**config.mk**
```make
export PLATFORM = sky130hd
export DESIGN_NAME = bank_switch_mapper_scanline_irq
export DESIGN_NICKNAME = d
export VERILOG_FILES = /design/src/rtl/bsm_pkg.sv /design/src/rtl/bsm_front.sv /design/src/rtl/bsm_queue.sv /design/src/rtl/bsm_back.sv /design/src/rtl/bank_switch_mapper_scanline_irq.sv
export SDC_FILE = /design/constraint.sdc
export NUM_CORES = 1
export LEC_CHECK = 0
export ABC_AREA = 1
export BUFFER_PORTS_ARGS = -buffer_cell sky130_fd_sc_hd__buf_2
export CELL_PAD_IN_SITES_DETAIL_PLACEMENT = 1
export CELL_PAD_IN_SITES_GLOBAL_PLACEMENT = 1
export CORE_ASPECT_RATIO = 0.75
export CORE_MARGIN = 1.5
export CORE_UTILIZATION = 40
export CTS_BUF_LIST = sky130_fd_sc_hd__clkbuf_4
export DETAILED_ROUTE_END_ITERATION = 16
export GPL_TIMING_DRIVEN = 0
export PLACE_DENSITY_LB_ADDON = 0.1
export SKIP_LAST_GASP = 1
export SYNTH_ARGS = -nofsm -noshare
export SYNTH_HDL_FRONTEND = slang
export SYNTH_SLANG_ARGS = --single-unit
```
**constraint.sdc**
```tcl
create_clock -name clk -period 2.7 [get_ports clk]
set_input_delay 0.135 -clock clk [delete_from_list [all_inputs] [get_ports clk]]
set_output_delay 0.135 -clock clk [all_outputs]
set_load 0.03 [all_outputs]
```
**src/rtl/bsm_pkg.sv**
```systemverilog
// ----------------------------------------------------------------------------
// Bank mapper package
// Operation codes, command codes, register indices, queue entry and config shared by the mapper modules.
// ----------------------------------------------------------------------------
package bsm_pkg;

  typedef enum logic [2:0] {
    OP_REG_WR  = 3'd0,
    OP_SAVE_WR = 3'd1,
    OP_TICK    = 3'd2,
    OP_PRG     = 3'd3,
    OP_CHR     = 3'd4
  } op_t;

  typedef enum logic [3:0] {
    CMD_NOP     = 4'd0,
    CMD_MODE    = 4'd1,
    CMD_BANK    = 4'd2,
    CMD_MIRROR  = 4'd3,
    CMD_CNT     = 4'd4,
    CMD_LATCH   = 4'd5,
    CMD_IRQ_OFF = 4'd6,
    CMD_IRQ_ON  = 4'd7,
    CMD_RESTORE = 4'd8,
    CMD_TICK    = 4'd9,
    CMD_PRG     = 4'd10,
    CMD_CHR     = 4'd11
  } cmd_t;

  typedef enum logic [1:0] {
    REG_PRG_UNITS   = 2'd0,
    REG_CHR_UNITS   = 2'd1,
    REG_FOUR_SCREEN = 2'd2
  } reg_idx_t;

  typedef struct packed {
    cmd_t       cmd;
    logic [2:0] slot;
    logic [7:0] data;
  } entry_t;

  typedef struct packed {
    logic [7:0] prg_units;
    logic [5:0] chr_units;
    logic       four_screen;
  } cfg_t;

  localparam logic [15:0] RESTORE_ADDR = 16'h6000;
  localparam logic [8:0]  LAST_VISIBLE = 9'd239;
  localparam logic [7:0]  CHR_EVEN_MASK = 8'hFE;

endpackage

```
**src/rtl/bsm_front.sv**
```systemverilog
// ----------------------------------------------------------------------------
// Bank mapper front end
// Decodes each incoming item into a command for the queue.
// ----------------------------------------------------------------------------
module bsm_front (
  input  logic [2:0]      in_operation,
  input  logic [15:0]     in_address,
  input  logic [7:0]      in_data,
  input  logic [8:0]      in_scanline,
  input  logic            in_rendering_enabled,
  output bsm_pkg::entry_t entry
);

  logic [3:0] dec;

  // Register decode is address AND 0xE001: bits 15..13 and bit 0.
  assign dec = {in_address[15:13], in_address[0]};

  always_comb begin
    entry.cmd  = bsm_pkg::CMD_NOP;
    entry.slot = 3'd0;
    entry.data = in_data;
    case (in_operation)
      bsm_pkg::OP_REG_WR: begin
        case (dec)
          4'b1000: entry.cmd = bsm_pkg::CMD_MODE;
          4'b1001: entry.cmd = bsm_pkg::CMD_BANK;
          4'b1010: entry.cmd = bsm_pkg::CMD_MIRROR;
          4'b1100: entry.cmd = bsm_pkg::CMD_CNT;
          4'b1101: entry.cmd = bsm_pkg::CMD_LATCH;
          4'b1110: entry.cmd = bsm_pkg::CMD_IRQ_OFF;
          4'b1111: entry.cmd = bsm_pkg::CMD_IRQ_ON;
          default: entry.cmd = bsm_pkg::CMD_NOP;
        endcase
      end
      bsm_pkg::OP_SAVE_WR: begin
        if (in_address == bsm_pkg::RESTORE_ADDR && in_data == 8'd0) begin
          entry.cmd = bsm_pkg::CMD_RESTORE;
        end
      end
      bsm_pkg::OP_TICK: begin
        if (in_scanline <= bsm_pkg::LAST_VISIBLE && in_rendering_enabled) begin
          entry.cmd = bsm_pkg::CMD_TICK;
        end
      end
      bsm_pkg::OP_PRG: begin
        entry.cmd  = bsm_pkg::CMD_PRG;
        entry.slot = {1'b0, in_address[14:13]};
      end
      bsm_pkg::OP_CHR: begin
        entry.cmd  = bsm_pkg::CMD_CHR;
        entry.slot = in_address[12:10];
      end
      default: entry.cmd = bsm_pkg::CMD_NOP;
    endcase
  end

endmodule

```
**src/rtl/bsm_queue.sv**
```systemverilog
// ----------------------------------------------------------------------------
// Bank mapper command queue
// Two-entry queue between the decoder and the execution unit.
// ----------------------------------------------------------------------------
module bsm_queue (
  input  logic            clk,
  input  logic            rst_n,
  input  logic            push,
  input  bsm_pkg::entry_t push_entry,
  output logic            full,
  input  logic            pop,
  output logic            not_empty,
  output bsm_pkg::entry_t head
);

  bsm_pkg::entry_t mem_r [2];
  logic       wr_ptr_r, wr_ptr_nxt;
  logic       rd_ptr_r, rd_ptr_nxt;
  logic [1:0] cnt_r, cnt_nxt;

  assign full      = (cnt_r == 2'd2);
  assign not_empty = (cnt_r != 2'd0);
  assign head      = mem_r[rd_ptr_r];

  always_comb begin
    wr_ptr_nxt = wr_ptr_r ^ push;
    rd_ptr_nxt = rd_ptr_r ^ pop;
    cnt_nxt    = cnt_r + {1'b0, push} - {1'b0, pop};
  end

  always_ff @(posedge clk) begin
    if (!rst_n) begin
      wr_ptr_r <= 1'b0;
      rd_ptr_r <= 1'b0;
      cnt_r    <= 2'd0;
    end else begin
      wr_ptr_r <= wr_ptr_nxt;
      rd_ptr_r <= rd_ptr_nxt;
      cnt_r    <= cnt_nxt;
    end
  end

  always_ff @(posedge clk) begin
    if (push) begin
      mem_r[wr_ptr_r] <= push_entry;
    end
  end

endmodule

```
**src/rtl/bsm_back.sv**
```systemverilog
// ----------------------------------------------------------------------------
// Bank mapper execution unit
// Holds the mapper state, runs commands and reduces pages modulo ROM size.
// ----------------------------------------------------------------------------
module bsm_back (
  input  logic            clk,
  input  logic            rst_n,
  input  bsm_pkg::cfg_t   cfg,
  input  logic            q_not_empty,
  input  bsm_pkg::entry_t q_head,
  output logic            q_pop,
  output logic            out_valid,
  input  logic            out_stall,
  output logic [7:0]      out_prg_page,
  output logic [7:0]      out_chr_page,
  output logic            out_chr_mapped,
  output logic            out_irq_request,
  output logic            out_mirroring_horizontal,
  output logic            out_mirroring_update
);

  typedef enum logic [1:0] {
    ST_IDLE = 2'b01,
    ST_DIV  = 2'b10
  } state_t;

  state_t     state_r, state_nxt;
  logic [7:0] mode_r, mode_nxt;
  logic [7:0] prg_bank_r [2];
  logic [7:0] prg_bank_nxt [2];
  logic [7:0] chr_bank_r [6];
  logic [7:0] chr_bank_nxt [6];
  logic [7:0] irq_cnt_r, irq_cnt_nxt;
  logic [7:0] irq_rld_r, irq_rld_nxt;
  logic       irq_en_r, irq_en_nxt;
  logic       mir_r, mir_nxt;

  logic [8:0] rem_r, rem_nxt;
  logic [7:0] dvd_r, dvd_nxt;
  logic [8:0] dvs_r, dvs_nxt;
  logic [2:0] step_r, step_nxt;
  logic       div_chr_r, div_chr_nxt;

  logic       ov_r, ov_nxt;
  logic [7:0] o_prg_r, o_prg_nxt;
  logic [7:0] o_chr_r, o_chr_nxt;
  logic       o_map_r, o_map_nxt;
  logic       o_irq_r, o_irq_nxt;
  logic       o_upd_r, o_upd_nxt;

  logic       slot_free;
  logic [7:0] prg_units;
  logic [5:0] chr_units;
  logic [8:0] prg_count;
  logic [8:0] chr_count;
  logic [2:0] cslot;
  logic [2:0] sel;
  logic [7:0] chr_pick;
  logic [7:0] chr_sum;
  logic [8:0] trial;

  assign slot_free = !ov_r || !out_stall;
  assign q_pop     = (state_r == ST_IDLE) && q_not_empty && slot_free;

  assign prg_units = (cfg.prg_units > 8'd128) ? 8'd128 : cfg.prg_units;
  assign chr_units = (cfg.chr_units > 6'd32) ? 6'd32 : cfg.chr_units;
  assign prg_count = {prg_units, 1'b0};
  assign chr_count = {chr_units, 3'b000};
  assign sel       = mode_r[2:0];

  // The pattern swap bit exchanges the two halves of the pattern space.
  assign cslot = q_head.slot ^ {mode_r[7], 2'b00};
  always_comb begin
    if (!cslot[2]) begin
      chr_pick = chr_bank_r[{2'b00, cslot[1]}];
      chr_sum  = chr_pick + {7'd0, cslot[0]};
    end else begin
      chr_pick = chr_bank_r[{1'b0, cslot[1:0]} + 3'd2];
      chr_sum  = chr_pick;
    end
  end

  assign trial = {rem_r[7:0], dvd_r[7]};

  always_comb begin
    state_nxt   = state_r;
    mode_nxt    = mode_r;
    prg_bank_nxt = prg_bank_r;
    chr_bank_nxt = chr_bank_r;
    irq_cnt_nxt = irq_cnt_r;
    irq_rld_nxt = irq_rld_r;
    irq_en_nxt  = irq_en_r;
    mir_nxt     = mir_r;
    rem_nxt     = rem_r;
    dvd_nxt     = dvd_r;
    dvs_nxt     = dvs_r;
    step_nxt    = step_r;
    div_chr_nxt = div_chr_r;
    ov_nxt      = ov_r && out_stall;
    o_prg_nxt   = o_prg_r;
    o_chr_nxt   = o_chr_r;
    o_map_nxt   = o_map_r;
    o_irq_nxt   = o_irq_r;
    o_upd_nxt   = o_upd_r;

    case (state_r)
      ST_IDLE: begin
        if (q_pop) begin
          ov_nxt    = 1'b1;
          o_prg_nxt = 8'd0;
          o_chr_nxt = 8'd0;
          o_map_nxt = 1'b0;
          o_irq_nxt = 1'b0;
          o_upd_nxt = 1'b0;
          rem_nxt   = 9'd0;
          step_nxt  = 3'd0;
          case (q_head.cmd)
            bsm_pkg::CMD_MODE: mode_nxt = q_head.data;
            bsm_pkg::CMD_BANK: begin
              if (sel >= 3'd6) begin
                prg_bank_nxt[sel[0]] = q_head.data;
              end else if (cfg.chr_units != 6'd0) begin
                chr_bank_nxt[sel] = (sel < 3'd2) ? (q_head.data & bsm_pkg::CHR_EVEN_MASK)
                                                 : q_head.data;
              end
            end
            bsm_pkg::CMD_MIRROR: begin
              if (!cfg.four_screen) begin
                mir_nxt   = q_head.data[0];
                o_upd_nxt = q_head.data[0] != mir_r;
              end
            end
            bsm_pkg::CMD_CNT:     irq_cnt_nxt = q_head.data;
            bsm_pkg::CMD_LATCH:   irq_rld_nxt = q_head.data;
            bsm_pkg::CMD_IRQ_OFF: irq_en_nxt = 1'b0;
            bsm_pkg::CMD_IRQ_ON:  irq_en_nxt = 1'b1;
            bsm_pkg::CMD_RESTORE: begin
              mode_nxt        = 8'd0;
              prg_bank_nxt[0] = 8'd0;
              prg_bank_nxt[1] = 8'd1;
              chr_bank_nxt[0] = 8'd0;
              chr_bank_nxt[1] = 8'd2;
              chr_bank_nxt[2] = 8'd4;
              chr_bank_nxt[3] = 8'd5;
              chr_bank_nxt[4] = 8'd6;
              chr_bank_nxt[5] = 8'd7;
              irq_en_nxt      = 1'b0;
              irq_cnt_nxt     = 8'd0;
              irq_rld_nxt     = 8'd0;
            end
            bsm_pkg::CMD_TICK: begin
              if (irq_en_r) begin
                if (irq_cnt_r == 8'd0) begin
                  irq_cnt_nxt = irq_rld_r;
                  o_irq_nxt   = 1'b1;
                end else begin
                  irq_cnt_nxt = irq_cnt_r - 8'd1;
                end
              end
            end
            bsm_pkg::CMD_PRG: begin
              // The fixed slots need no reduction; banked slots go to the divider.
              if (prg_count == 9'd0) begin
                o_prg_nxt = 8'd0;
              end else if (q_head.slot[1:0] == 2'd3) begin
                o_prg_nxt = 8'(prg_count - 9'd1);
              end else if (q_head.slot[1:0] == 2'd1) begin
                ov_nxt      = 1'b0;
                dvd_nxt     = prg_bank_r[1];
                dvs_nxt     = prg_count;
                div_chr_nxt = 1'b0;
                state_nxt   = ST_DIV;
              end else if ((q_head.slot[1:0] == 2'd0) != mode_r[6]) begin
                ov_nxt      = 1'b0;
                dvd_nxt     = prg_bank_r[0];
                dvs_nxt     = prg_count;
                div_chr_nxt = 1'b0;
                state_nxt   = ST_DIV;
              end else begin
                o_prg_nxt = 8'(prg_count - 9'd2);
              end
            end
            bsm_pkg::CMD_CHR: begin
              if (cfg.chr_units != 6'd0) begin
                ov_nxt      = 1'b0;
                dvd_nxt     = chr_sum;
                dvs_nxt     = chr_count;
                div_chr_nxt = 1'b1;
                state_nxt   = ST_DIV;
              end
            end
            default: ;
          endcase
        end
      end
      ST_DIV: begin
        // Restoring remainder, one dividend bit per cycle.
        rem_nxt  = (trial >= dvs_r) ? (trial - dvs_r) : trial;
        dvd_nxt  = {dvd_r[6:0], 1'b0};
        step_nxt = step_r + 3'd1;
        if (step_r == 3'd7) begin
          state_nxt = ST_IDLE;
          ov_nxt    = 1'b1;
          if (div_chr_r) begin
            o_chr_nxt = rem_nxt[7:0];
            o_map_nxt = 1'b1;
          end else begin
            o_prg_nxt = rem_nxt[7:0];
          end
        end
      end
      default: state_nxt = ST_IDLE;
    endcase
  end

  always_ff @(posedge clk) begin
    if (!rst_n) begin
      state_r       <= ST_IDLE;
      mode_r        <= 8'd0;
      prg_bank_r[0] <= 8'd0;
      prg_bank_r[1] <= 8'd1;
      chr_bank_r[0] <= 8'd0;
      chr_bank_r[1] <= 8'd2;
      chr_bank_r[2] <= 8'd4;
      chr_bank_r[3] <= 8'd5;
      chr_bank_r[4] <= 8'd6;
      chr_bank_r[5] <= 8'd7;
      irq_cnt_r     <= 8'd0;
      irq_rld_r     <= 8'd0;
      irq_en_r      <= 1'b0;
      mir_r         <= 1'b0;
      ov_r          <= 1'b0;
    end else begin
      state_r    <= state_nxt;
      mode_r     <= mode_nxt;
      prg_bank_r <= prg_bank_nxt;
      chr_bank_r <= chr_bank_nxt;
      irq_cnt_r  <= irq_cnt_nxt;
      irq_rld_r  <= irq_rld_nxt;
      irq_en_r   <= irq_en_nxt;
      mir_r      <= mir_nxt;
      ov_r       <= ov_nxt;
    end
  end

  always_ff @(posedge clk) begin
    rem_r     <= rem_nxt;
    dvd_r     <= dvd_nxt;
    dvs_r     <= dvs_nxt;
    step_r    <= step_nxt;
    div_chr_r <= div_chr_nxt;
    o_prg_r   <= o_prg_nxt;
    o_chr_r   <= o_chr_nxt;
    o_map_r   <= o_map_nxt;
    o_irq_r   <= o_irq_nxt;
    o_upd_r   <= o_upd_nxt;
  end

  assign out_valid                = ov_r;
  assign out_prg_page             = o_prg_r;
  assign out_chr_page             = o_chr_r;
  assign out_chr_mapped           = o_map_r;
  assign out_irq_request          = o_irq_r;
  assign out_mirroring_horizontal = mir_r;
  assign out_mirroring_update     = o_upd_r;

endmodule

```
**src/rtl/bank_switch_mapper_scanline_irq.sv**
```systemverilog
// ----------------------------------------------------------------------------
// Bank switch mapper with scanline interrupt
// Decoder, two-entry command queue and execution unit with a serial divider.
// ----------------------------------------------------------------------------
//  channel | kind          | handshake
//  in_*    | item input    | in_valid / in_stall
//  out_*   | result output | out_valid / out_stall
//  psel... | register port | psel, penable, pwrite, pready
//
// Writes, ticks and fixed-slot translations pass through the queue and the
// output register; banked translations also pass through the eight-step
// remainder unit. The execution unit runs one item at a time; the queue keeps
// taking up to two items while it works. Reset is synchronous and restores the
// boot banks. A stalled result holds the execution unit but not the queue.
module bank_switch_mapper_scanline_irq (
  input  logic        clk,
  input  logic        rst_n,
  input  logic        in_valid,
  output logic        in_stall,
  input  logic [2:0]  in_operation,
  input  logic [15:0] in_address,
  input  logic [7:0]  in_data,
  input  logic [8:0]  in_scanline,
  input  logic        in_rendering_enabled,
  output logic        out_valid,
  input  logic        out_stall,
  output logic [7:0]  out_prg_page,
  output logic [7:0]  out_chr_page,
  output logic        out_chr_mapped,
  output logic        out_irq_request,
  output logic        out_mirroring_horizontal,
  output logic        out_mirroring_update,
  input  logic        psel,
  input  logic        penable,
  input  logic        pwrite,
  input  logic [3:0]  paddr,
  input  logic [31:0] pwdata,
  output logic [31:0] prdata,
  output logic        pready
);

  bsm_pkg::entry_t entry;
  bsm_pkg::entry_t head;
  bsm_pkg::cfg_t   cfg_r;
  logic            q_full;
  logic            q_not_empty;
  logic            q_pop;
  logic            push;
  logic            cfg_wr;

  assign pready   = 1'b1;
  assign cfg_wr   = psel && penable && pwrite && pready;
  assign in_stall = q_full;
  assign push     = in_valid && !q_full;

  always_ff @(posedge clk) begin
    if (!rst_n) begin
      cfg_r.prg_units   <= 8'd2;
      cfg_r.chr_units   <= 6'd0;
      cfg_r.four_screen <= 1'b0;
    end else if (cfg_wr) begin
      case (paddr[3:2])
        bsm_pkg::REG_PRG_UNITS:   cfg_r.prg_units   <= pwdata[7:0];
        bsm_pkg::REG_CHR_UNITS:   cfg_r.chr_units   <= pwdata[5:0];
        bsm_pkg::REG_FOUR_SCREEN: cfg_r.four_screen <= pwdata[0];
        default: ;
      endcase
    end
  end

  always_comb begin
    case (paddr[3:2])
      bsm_pkg::REG_PRG_UNITS:   prdata = {24'd0, cfg_r.prg_units};
      bsm_pkg::REG_CHR_UNITS:   prdata = {26'd0, cfg_r.chr_units};
      bsm_pkg::REG_FOUR_SCREEN: prdata = {31'd0, cfg_r.four_screen};
      default:                  prdata = 32'd0;
    endcase
  end

  bsm_front u_front (
    .in_operation         (in_operation),
    .in_address           (in_address),
    .in_data              (in_data),
    .in_scanline          (in_scanline),
    .in_rendering_enabled (in_rendering_enabled),
    .entry                (entry)
  );

  bsm_queue u_queue (
    .clk        (clk),
    .rst_n      (rst_n),
    .push       (push),
    .push_entry (entry),
    .full       (q_full),
    .pop        (q_pop),
    .not_empty  (q_not_empty),
    .head       (head)
  );

  bsm_back u_back (
    .clk                      (clk),
    .rst_n                    (rst_n),
    .cfg                      (cfg_r),
    .q_not_empty              (q_not_empty),
    .q_head                   (head),
    .q_pop                    (q_pop),
    .out_valid                (out_valid),
    .out_stall                (out_stall),
    .out_prg_page             (out_prg_page),
    .out_chr_page             (out_chr_page),
    .out_chr_mapped           (out_chr_mapped),
    .out_irq_request          (out_irq_request),
    .out_mirroring_horizontal (out_mirroring_horizontal),
    .out_mirroring_update     (out_mirroring_update)
  );

endmodule

```
==> run summary, run 1 <==
Tmin final -> 2556 ps
Tot GR Track Use -> 0.2509
Yosys warnings -> 0
ys flop type -> dfxtp_1
Max-cap violations -> 0
layout cell share with drive strength beyond 1 -> 0.1449
initial antenna violation count -> 1
Tightest Pin Transition -> 1217 ps
Clock Path Buffers -> 2
crit path kind -> reg -> reg
FP Rows -> 49
Mean Syn Cell Area -> 7.613 sq um
DR vias -> 8996
GPL Wtd Cong -> 0.8776
DR pass1 iterations -> 5
Period Utilization, post-route -> 0.9465
worst setup margin -> 144.4 ps
status -> finished, final reports clean
fillcell total -> 3096
clock latency on the worst-skew pair -> 620 ps
vias in the first global route -> 9058
Slew Viols, Final -> 0
Residual DRC -> 0
Slew headroom -> 0.1858
worst endpoint required time -> 3240 ps
CTS Buf Count -> 17
Starting Density -> 0.4069
Synth Instances -> 1278
Distinct cells, synth -> 46
pre-CTS WS -> -1058 ps
clock skew -> 32.12 ps
final hold violation count -> 0
Synth area leaders -> edfxtp_1 24%, dfxtp_1 23%, nand2_1 12%, nor2_1 6.6%, inv_1 5.5%
Die Height -> 138.1 um
Setup crit start kind -> register
Cell Area, Synth -> 9729 sq um
most common cell in the netlist -> nand2_1
CTS Root Buffer Type -> clkbuf_4
Max H-tree Level -> 4
CP Max Fanout -> 10
final net count -> 1538
Max Clock Freq -> 391.3 MHz
GR Overflow Total -> 0
Layout area overhead -> 16.14%
final core occ -> 0.4726
IR drop worst, VDD -> 0.0003783 V
worst hold slack -> 32.85 ps
Post-synth ARST share -> 0
Top-Level Pins -> 135
full die area -> 25280 sq um
RSZ-0062 raised after global routing -> false
Setup crit end kind -> register
largest net degree at the start of global routing -> 19
final wirelength -> 31000 um
Routed Antenna Nets -> 0
I/O Buffers -> 79
# clock sinks -> 187
Core ar. -> 23910 sq um
hold crit path type -> in -> reg
largest area contributor in the netlist -> edfxtp_1
vias per inst -> 5.123
commonest cells in the synthesized netlist -> 302 x nand2_1, 172 x nor2_1, 142 x inv_1, 110 x dfxtp_1, 100 x o21ai_0
Critical Path AT -> 3100 ps
register area share after synthesis -> 0.4640
Seq cells post-synth -> 187
first-pass GRT wire length -> 48990 um
routed len/inst -> 17.65 um
DRT iter0 DRCs -> 557
Setup TNS -> 0 ps
leakage power -> 0.005152 uW
Yosys top cell area share -> 0.2377
Clock transition at path regs -> 190 ps
Detailed Place HPWL -> 23210 um
Post-synth EDFFs -> 77
PD cells -> 903.9 nW/um^2
die width -> 183.1 um
CTS tree -> yes
# setup viols final -> 0
-- sequential cells by signal, indices dropped and copies added (netlist names), 2 cells and up, named ones only --
register and cells:
u_queue.mem_r 30, u_queue.cnt_r 2, u_back.mode_r 5, u_back.irq_rld_r 8, u_back.dvs_r 8, u_back.irq_cnt_r 8
u_back.prg_bank_r 16, u_back.chr_bank_r 48, cfg_r 15, u_back.state_r 2, u_back.step_r 3, u_back.out_chr_page 8
u_back.rem_r 8, u_back.dvd_r 8, u_back.out_prg_page 8
-- cell usage in the layout, fill, tap and decap left out, types with 32 or more instances in the layout --
master	count
a21oi_1	84
buf_2	88
buf_4	32
dfxtp_1	109
dlygate4sd3_1	33
edfxtp_1	77
inv_1	142
nand2_1	302
nand3_1	68
nor2_1	171
o21ai_0	95
-- cells by family after synthesis --
group | count (synthesis) | share of synthesized area
AOI/OAI and AO/OA | 237 | 0.1318
xor gates and xnor gates | 15 | 0.01350
adders and majority gates | 22 | 0.02906
buffers and inverters | 215 | 0.09979
DFF | 187 | 0.4640
muxes | 1 | 0.001029
other | 2 | 0.0007719
and+or+nand+nor | 599 | 0.2600
-- worst max-delay path, cell delays in order, from the launching register on --
cell,delay [ps]
dfxtp_2,370
inv_2,80
buf_6,150
buf_2,200
or2_2,130
o21ai_1,140
nor2_1,960
o21ai_0,290
nor2_1,150
-- per-layer routing --
layer  GRT usage  vias up  wire [um]
li1            -     4431          -
met1      0.3633     4365      15610
met2      0.3988      176      13850
met3     0.03846       24       1255
met4     0.04745        0        283
met5           0        -          0
-- area by class of cell --
type	count	area [sq um]	share of cell area
antenna	1	2.502	0.0002215
buffer	61	391.6	0.03466
clock buffer	18	135.1	0.01196
clock inverter	14	162.7	0.01439
inverter	154	580.6	0.05138
multi-input combinational	899	4373	0.3870
sequential	187	4516	0.3996
tap	306	382.9	0.03388
timing repair buffer	116	755.7	0.06688
-- path summary, 6_finish.rpt --
| path | startpoint | endpoint | slack [ps] | cells past startpoint |
|---|---|---|---|---|
| max | register | u_back.chr_bank_r[3] | 140 | 8 |
| max reg2reg | register | u_back.chr_bank_r[3] | 140 | 8 |
| min reg2reg | u_queue.rd_ptr_r | register | 460 | 1 |
| min | in_address[3] | u_queue.mem_r[1][14] | 30 | 4 |
-- metrics by stage --
stage,instance area [sq um],instances,power (uW)
global placement,10590,1686,8301
detailed placement,10590,1686,8397
CTS,11260,1752,10170
floorplan,9816,1301,6906
finish,11300,1756,10210
global route,11300,1756,10870
-- power breakdown --
group	internal [uW]	switching [uW]	leakage (uW)
combinational	1300	3410	0.00337
clock	584	1110	0.000154
sequential	3570	237	0.00163
total	5450	4760	0.00515
-- repair_timing --
action	4_1_cts	5_1_grt
setup buffers	1	3
endpoints found under the hold margin	43	0
setup endpoints to repair	36	29
gates resized for setup	6	10
hold buffers	33	0
pin swaps	1	1
Power figures use the tool's default switching activity.
==> run 2: changes to the inputs <==
==> constraint.sdc (replaced) <==
create_clock -name clk -period 2.7 [get_ports clk]
set_input_delay 0.54 -clock clk [delete_from_list [all_inputs] [get_ports clk]]
set_output_delay 0.54 -clock clk [all_outputs]
set_load 0.03 [all_outputs]
==> run 2 against run 1 <==
Worst hold slack improved by 75 ps. Clock skew decreased by 2.8 ps. Via count decreased by 2.3%. Sequential power about the same. Critical path type unchanged. Critical endpoint unchanged. Highest routed layer unchanged.
==> run summary, run 2 (synthesis results as in run 1) <==
die width -> 183.1 um (unchanged)
worst endpoint required time -> 3250 ps (about the same)
vias in the first global route -> 8826 (-2.6%)
Max H-tree Level -> 4 (unchanged)
Core ar. -> 23910 sq um (unchanged)
fillcell total -> 3111 (+0.48%)
Slew Viols, Final -> 0 (unchanged)
Detailed Place HPWL -> 23210 um (unchanged)
GR Overflow Total -> 0 (unchanged)
Reg with most FFs -> u_back.chr_bank_r
fin cells -> 1723 (-1.9%)
DR vias -> 8790 (-2.3%)
CTS Root Buffer Type -> clkbuf_4
Critical Path AT -> 3080 ps (-20 ps)
# setup viols final -> 0 (unchanged)
DRT iter0 DRCs -> 551 (-1.1%)
Tightest Pin Transition -> 1194 ps (-22.79 ps)
final net count -> 1505 (-2.1%)
# clock sinks -> 187 (unchanged)
CP Max Fanout -> 10 (unchanged)
Largest regs -> u_back.chr_bank_r: 48 flops, u_queue.mem_r: 30 flops, u_back.prg_bank_r: 16 flops
most frequent cells in the layout -> 302 x nand2_1, 171 x nor2_1, 142 x inv_1
Setup crit end kind -> register
cell mode on critical path -> nor2_1
GPL Wtd Cong -> 0.8776 (unchanged)
Period Utilization, post-route -> 0.9370 (-0.009493)
max FFs per register -> 48 (unchanged)
CP Buf/Inv Count -> 3 (unchanged)
crit path kind -> reg -> reg
full die area -> 25280 sq um (unchanged)
PD cells -> 927.4 nW/um^2 (+2.6%)
DR pass1 iterations -> 5 (unchanged)
vias per inst -> 5.102 (-0.42%)
Routed Antenna Nets -> 0 (unchanged)
Setup crit start kind -> register
commonest non-fill, non-tap cell in the layout -> nand2_1
Starting Density -> 0.4069 (unchanged)
Levels on crit path -> 8 (unchanged)
RSZ-0062 raised after global routing -> false
Die Height -> 138.1 um (unchanged)
Slowest cell on crit path -> nor2_1
final hold violation count -> 0 (unchanged)
first-pass GRT wire length -> 48080 um (-1.9%)
FP Rows -> 49 (unchanged)
largest net degree at the start of global routing -> 19 (unchanged)
leakage power -> 0.005005 uW (-2.9%)
dpl cells -> 1686 (unchanged)
WHS Path Cells -> 1 (-3)
final wirelength -> 30440 um (-1.8%)
Layout area overhead -> 12.77%
Tot Pwr -> 10170 uW (-0.38%)
layout cell share with drive strength beyond 1 -> 0.1490 (+0.004084)
Worst R2R Path Depth -> 8 (unchanged)
Clock Path Buffers -> 2 (unchanged)
initial antenna violation count -> 1 (unchanged)
Setup TNS -> 0 ps (unchanged)
Slew headroom -> 0.2010 (+0.01525)
IR drop worst, VDD -> 0.0003796 V (+0.35%)
CP top delay family -> simple AND/OR/NAND/NOR gates
CTS Buf Count -> 17 (unchanged)
Top-Level Pins -> 135 (unchanged)
pre-CTS WS -> -1058 ps (unchanged)
clock latency on the worst-skew pair -> 630 ps (about the same)
Residual DRC -> 0 (unchanged)
I/O Buffers -> 79 (unchanged)
Clock transition at path regs -> 180 ps (about the same)
Max Clock Freq -> 395.3 MHz (+1.0%)
hold crit path type -> in -> reg
CTS tree -> yes
worst setup margin -> 170.1 ps (+25.63 ps)
clock skew -> 29.30 ps (-2.819 ps)
Max-cap violations -> 0 (unchanged)
max incr delay on CP -> 940 ps (-20 ps)
final core occ -> 0.4589 (-0.01371)
Tmin final -> 2530 ps (-25.63 ps)
Tot GR Track Use -> 0.2465 (-0.004431)
routed len/inst -> 17.67 um (about the same)
status -> finished, final reports clean
CP cell instances -> inv_2 > buf_6 > buf_2 > or2_2 > o21ai_1 > nor2_1 > o21ai_0 > nor2_1
==> run 2: changes by cell type in the layout (fill, tap and decap cells not counted) <==
| cell | previous run | this run |
|---|---|---|
| ha_1 | 21 | 20 |
| dlygate4sd3_1 | 33 | 0 |
| ha_2 | 0 | 1 |
==> run 2: timing repair <==
item / CTS / global route
hold buffers: 0 / 0
setup endpoints to repair: 36 / 29
pin swaps: 1 / 1
resized for setup: 6 / 11
buffers inserted: 1 / 3
==> run 2: power by group <==
part | switching, uW | internal, uW
sequential | 232 | 3570
clock | 1110 | 584
combinational | 3400 | 1270
total | 4750 | 5420
==> run 2: final cells by class <==
cell class,count,area (sq um),area share
flip-flops and latches,187,4516,0.4116
multi-input cells,899,4375,0.3988
inverters,154,580.6,0.05291
clock inverters,14,162.7,0.01482
clock buffers,18,135.1,0.01232
well taps,306,382.9,0.03490
repair buffers,83,425.4,0.03877
diodes,1,2.502,0.0002281
plain buffers,61,391.6,0.03569
==> run 2: worst paths after layout <==
kind,end,startpoint,slack (ps)
worst min register to register,register,u_queue.rd_ptr_r,460
worst max-delay path,u_back.chr_bank_r[3],register,170
worst max register to register,u_back.chr_bank_r[3],register,170
worst min-delay path,u_queue.mem_r[1][6],in_data[6],110
==> run 2: routing by layer <==
layer / track usage / wire [um]
met4: 0.04832 / 312
met2: 0.3838 / 13280
met5: 0 / 0
met1: 0.3626 / 15770
met3: 0.03820 / 1073
==> run 2: worst reg2reg max path: stages, from the launching register on <==
cell and delay (ps):
dfxtp_2 370, inv_2 80, buf_6 150, buf_2 210, or2_2 130, o21ai_1 140
nor2_1 940, o21ai_0 280, nor2_1 150
==> run 2: stage by stage <==
stage,area (sq um),hold slack (ps)
detailed placement,10590,440.4
finish,10970,108.3
CTS,10930,73.64
floorplan,9816,415.1
global placement,10590,428.2
global route,10970,79.56
==> run 3: changes to the inputs <==
--- a/config.mk
+++ b/config.mk
@@ -14,7 +14,6 @@
 export CORE_UTILIZATION = 40
 export CTS_BUF_LIST = sky130_fd_sc_hd__clkbuf_4
 export DETAILED_ROUTE_END_ITERATION = 16
-export GPL_TIMING_DRIVEN = 0
 export PLACE_DENSITY_LB_ADDON = 0.1
 export SKIP_LAST_GASP = 1
 export SYNTH_ARGS = -nofsm -noshare
==> run 3 against run 2 <==
Fmax decreased by 0.79%. Register-to-register slack worse by 20 ps. Critical endpoint is now u_back.out_prg_page[5]. Clock-buffer cell count unchanged. Highest routed layer unchanged. Routed wire length fell by 5.0%. Clock power is 5% higher.
==> run summary, run 3 (synthesis results as in run 1) <==
Tot GR Track Use -> 0.2374 (-0.009087)
post-cts sizing count -> 0 (-6)
worst setup margin -> 149.9 ps (-20.11 ps)
most frequent cells in the layout -> 301 x nand2_1, 172 x nor2_1, 141 x inv_1
Critical Path AT -> 2920 ps (-160 ps)
post-cts hold buffer count -> 0 (unchanged)
clock latency on the worst-skew pair -> 620 ps (about the same)
hold crit path type -> in -> reg
Reg with most FFs -> u_back.chr_bank_r
Top-Level Pins -> 135 (unchanged)
pre-CTS WS -> 233.6 ps (+1292 ps)
FP Rows -> 49 (unchanged)
Setup crit end kind -> register
Largest regs -> u_back.chr_bank_r: 48 flops, u_queue.mem_r: 30 flops, u_back.prg_bank_r: 16 flops
Setup crit start kind -> register
Tmin final -> 2550 ps (+20.11 ps)
worst endpoint required time -> 3070 ps (-180 ps)
Slew Viols, Final -> 0 (unchanged)
fin cells -> 1694 (-1.7%)
Max H-tree Level -> 4 (unchanged)
max FFs per register -> 48 (unchanged)
DR pass1 iterations -> 5 (unchanged)
final net count -> 1472 (-2.2%)
CTS Buf Count -> 17 (unchanged)
Clock Path Buffers -> 2 (unchanged)
initial antenna violation count -> 3 (+2)
routed len/inst -> 17.07 um (-3.4%)
Starting Density -> 0.4069 (unchanged)
# setup viols final -> 0 (unchanged)
IR drop worst, VDD -> 0.0004010 V (+5.6%)
final hold violation count -> 0 (unchanged)
DRT iter0 DRCs -> 523 (-5.1%)
Core ar. -> 23910 sq um (unchanged)
first-pass GRT wire length -> 46530 um (-3.2%)
GR Overflow Total -> 0 (unchanged)
post-route cell area -> 10800 sq um (-1.6%)
Die Height -> 138.1 um (unchanged)
commonest non-fill, non-tap cell in the layout -> nand2_1
CTS Root Buffer Type -> clkbuf_4
GPL Wtd Cong -> 0.8416 (-4.1%)
Period Utilization, post-route -> 0.9445 (+0.007448)
clock skew -> 25.65 ps (-3.643 ps)
Slew headroom -> 0.4226 (+0.2216)
full die area -> 25280 sq um (unchanged)
Max Clock Freq -> 392.1 MHz (-0.79%)
die width -> 183.1 um (unchanged)
dpl cells -> 1657 (-1.7%)
Residual DRC -> 0 (unchanged)
Tightest Pin Transition -> 857.1 ps (-337.0 ps)
final core occ -> 0.4515 (-0.007379)
vias per inst -> 5.082 (-0.38%)
Routed Antenna Nets -> 0 (unchanged)
CP Max Fanout -> 8 (-2)
Post-CTS Setup Bufs -> 0 (-1)
leakage power -> 0.004904 uW (-2.0%)
CTS tree -> yes
I/O Buffers -> 79 (unchanged)
final wirelength -> 28920 um (-5.0%)
placed cell area -> 10460 sq um (-1.3%)
vias in the first global route -> 8638 (-2.1%)
status -> finished, final reports clean
crit path kind -> reg -> reg
Detailed Place HPWL -> 21850 um (-5.8%)
DR vias -> 8609 (-2.1%)
Layout area overhead -> 10.96%
Clock transition at path regs -> 180 ps (about the same)
# clock sinks -> 187 (unchanged)
layout cell share with drive strength beyond 1 -> 0.1367 (-0.01235)
Max-cap violations -> 0 (unchanged)
PD cells -> 942.1 nW/um^2 (+1.6%)
fillcell total -> 3018 (-3.0%)
largest net degree at the start of global routing -> 36 (+17)
[run 3: path summary, 6_finish.rpt]
path | start | to | slack [ps] | cells after the start
worst max-delay path | u_back.rem_r[0] | u_back.out_prg_page[5] | 150 | 11
worst min-delay path | in_data[0] | u_queue.mem_r[1][0] | 130 | 1
worst max register to register | u_back.rem_r[0] | u_back.out_prg_page[5] | 150 | 11
worst min register to register | u_back.chr_bank_r[32] | u_back.chr_bank_r[32] | 460 | 2
[run 3: where the power goes]
group	internal (uW)	total (uW)	leakage [uW]	switching, uW
Sequential	3560	3800	0.00163	237
Combinational	1270	4590	0.00310	3320
Clock	681	1780	0.000170	1100
[run 3: per-stage QoR]
step	total power, uW	hold WS, ps	setup TNS, ps
after detailed placement	8426	437.0	0
final	10170	125.3	0
after global routing	10870	88.56	-3.872
after global placement	8340	422.2	0
after CTS	10220	82.47	0
after floorplan	6906	415.1	0
[run 3: routing by layer]
metal  track usage  routed length, um  vias up
met5             0                  0        -
met4       0.05349                321        0
met3       0.03319                865       23
met2        0.3646              12640      152
met1        0.3534              15090     4131
li1              -                  -     4303
[run 3: area by class of cell]
| class | count | area, sq um | area share |
|---|---|---|---|
| flip-flops and latches | 187 | 4514 | 0.4182 |
| multi-input cells | 899 | 4333 | 0.4014 |
| repair buffers | 111 | 648.1 | 0.06004 |
| inverters | 154 | 584.3 | 0.05413 |
| well taps | 306 | 382.9 | 0.03547 |
| clock inverters | 14 | 185.2 | 0.01715 |
| clock buffers | 18 | 135.1 | 0.01252 |
| diodes | 5 | 12.51 | 0.001159 |
[run 3: worst max-delay path, stage by stage, from the launching register on]
cell and delay, ps:
edfxtp_1 450, inv_1 80, ha_1 140, inv_1 70, fa_1 430, nand3_1 110, nand3_1 120, nand4_1 100
nand3_1 240, buf_4 260, o21ai_0 210, o22ai_1 110
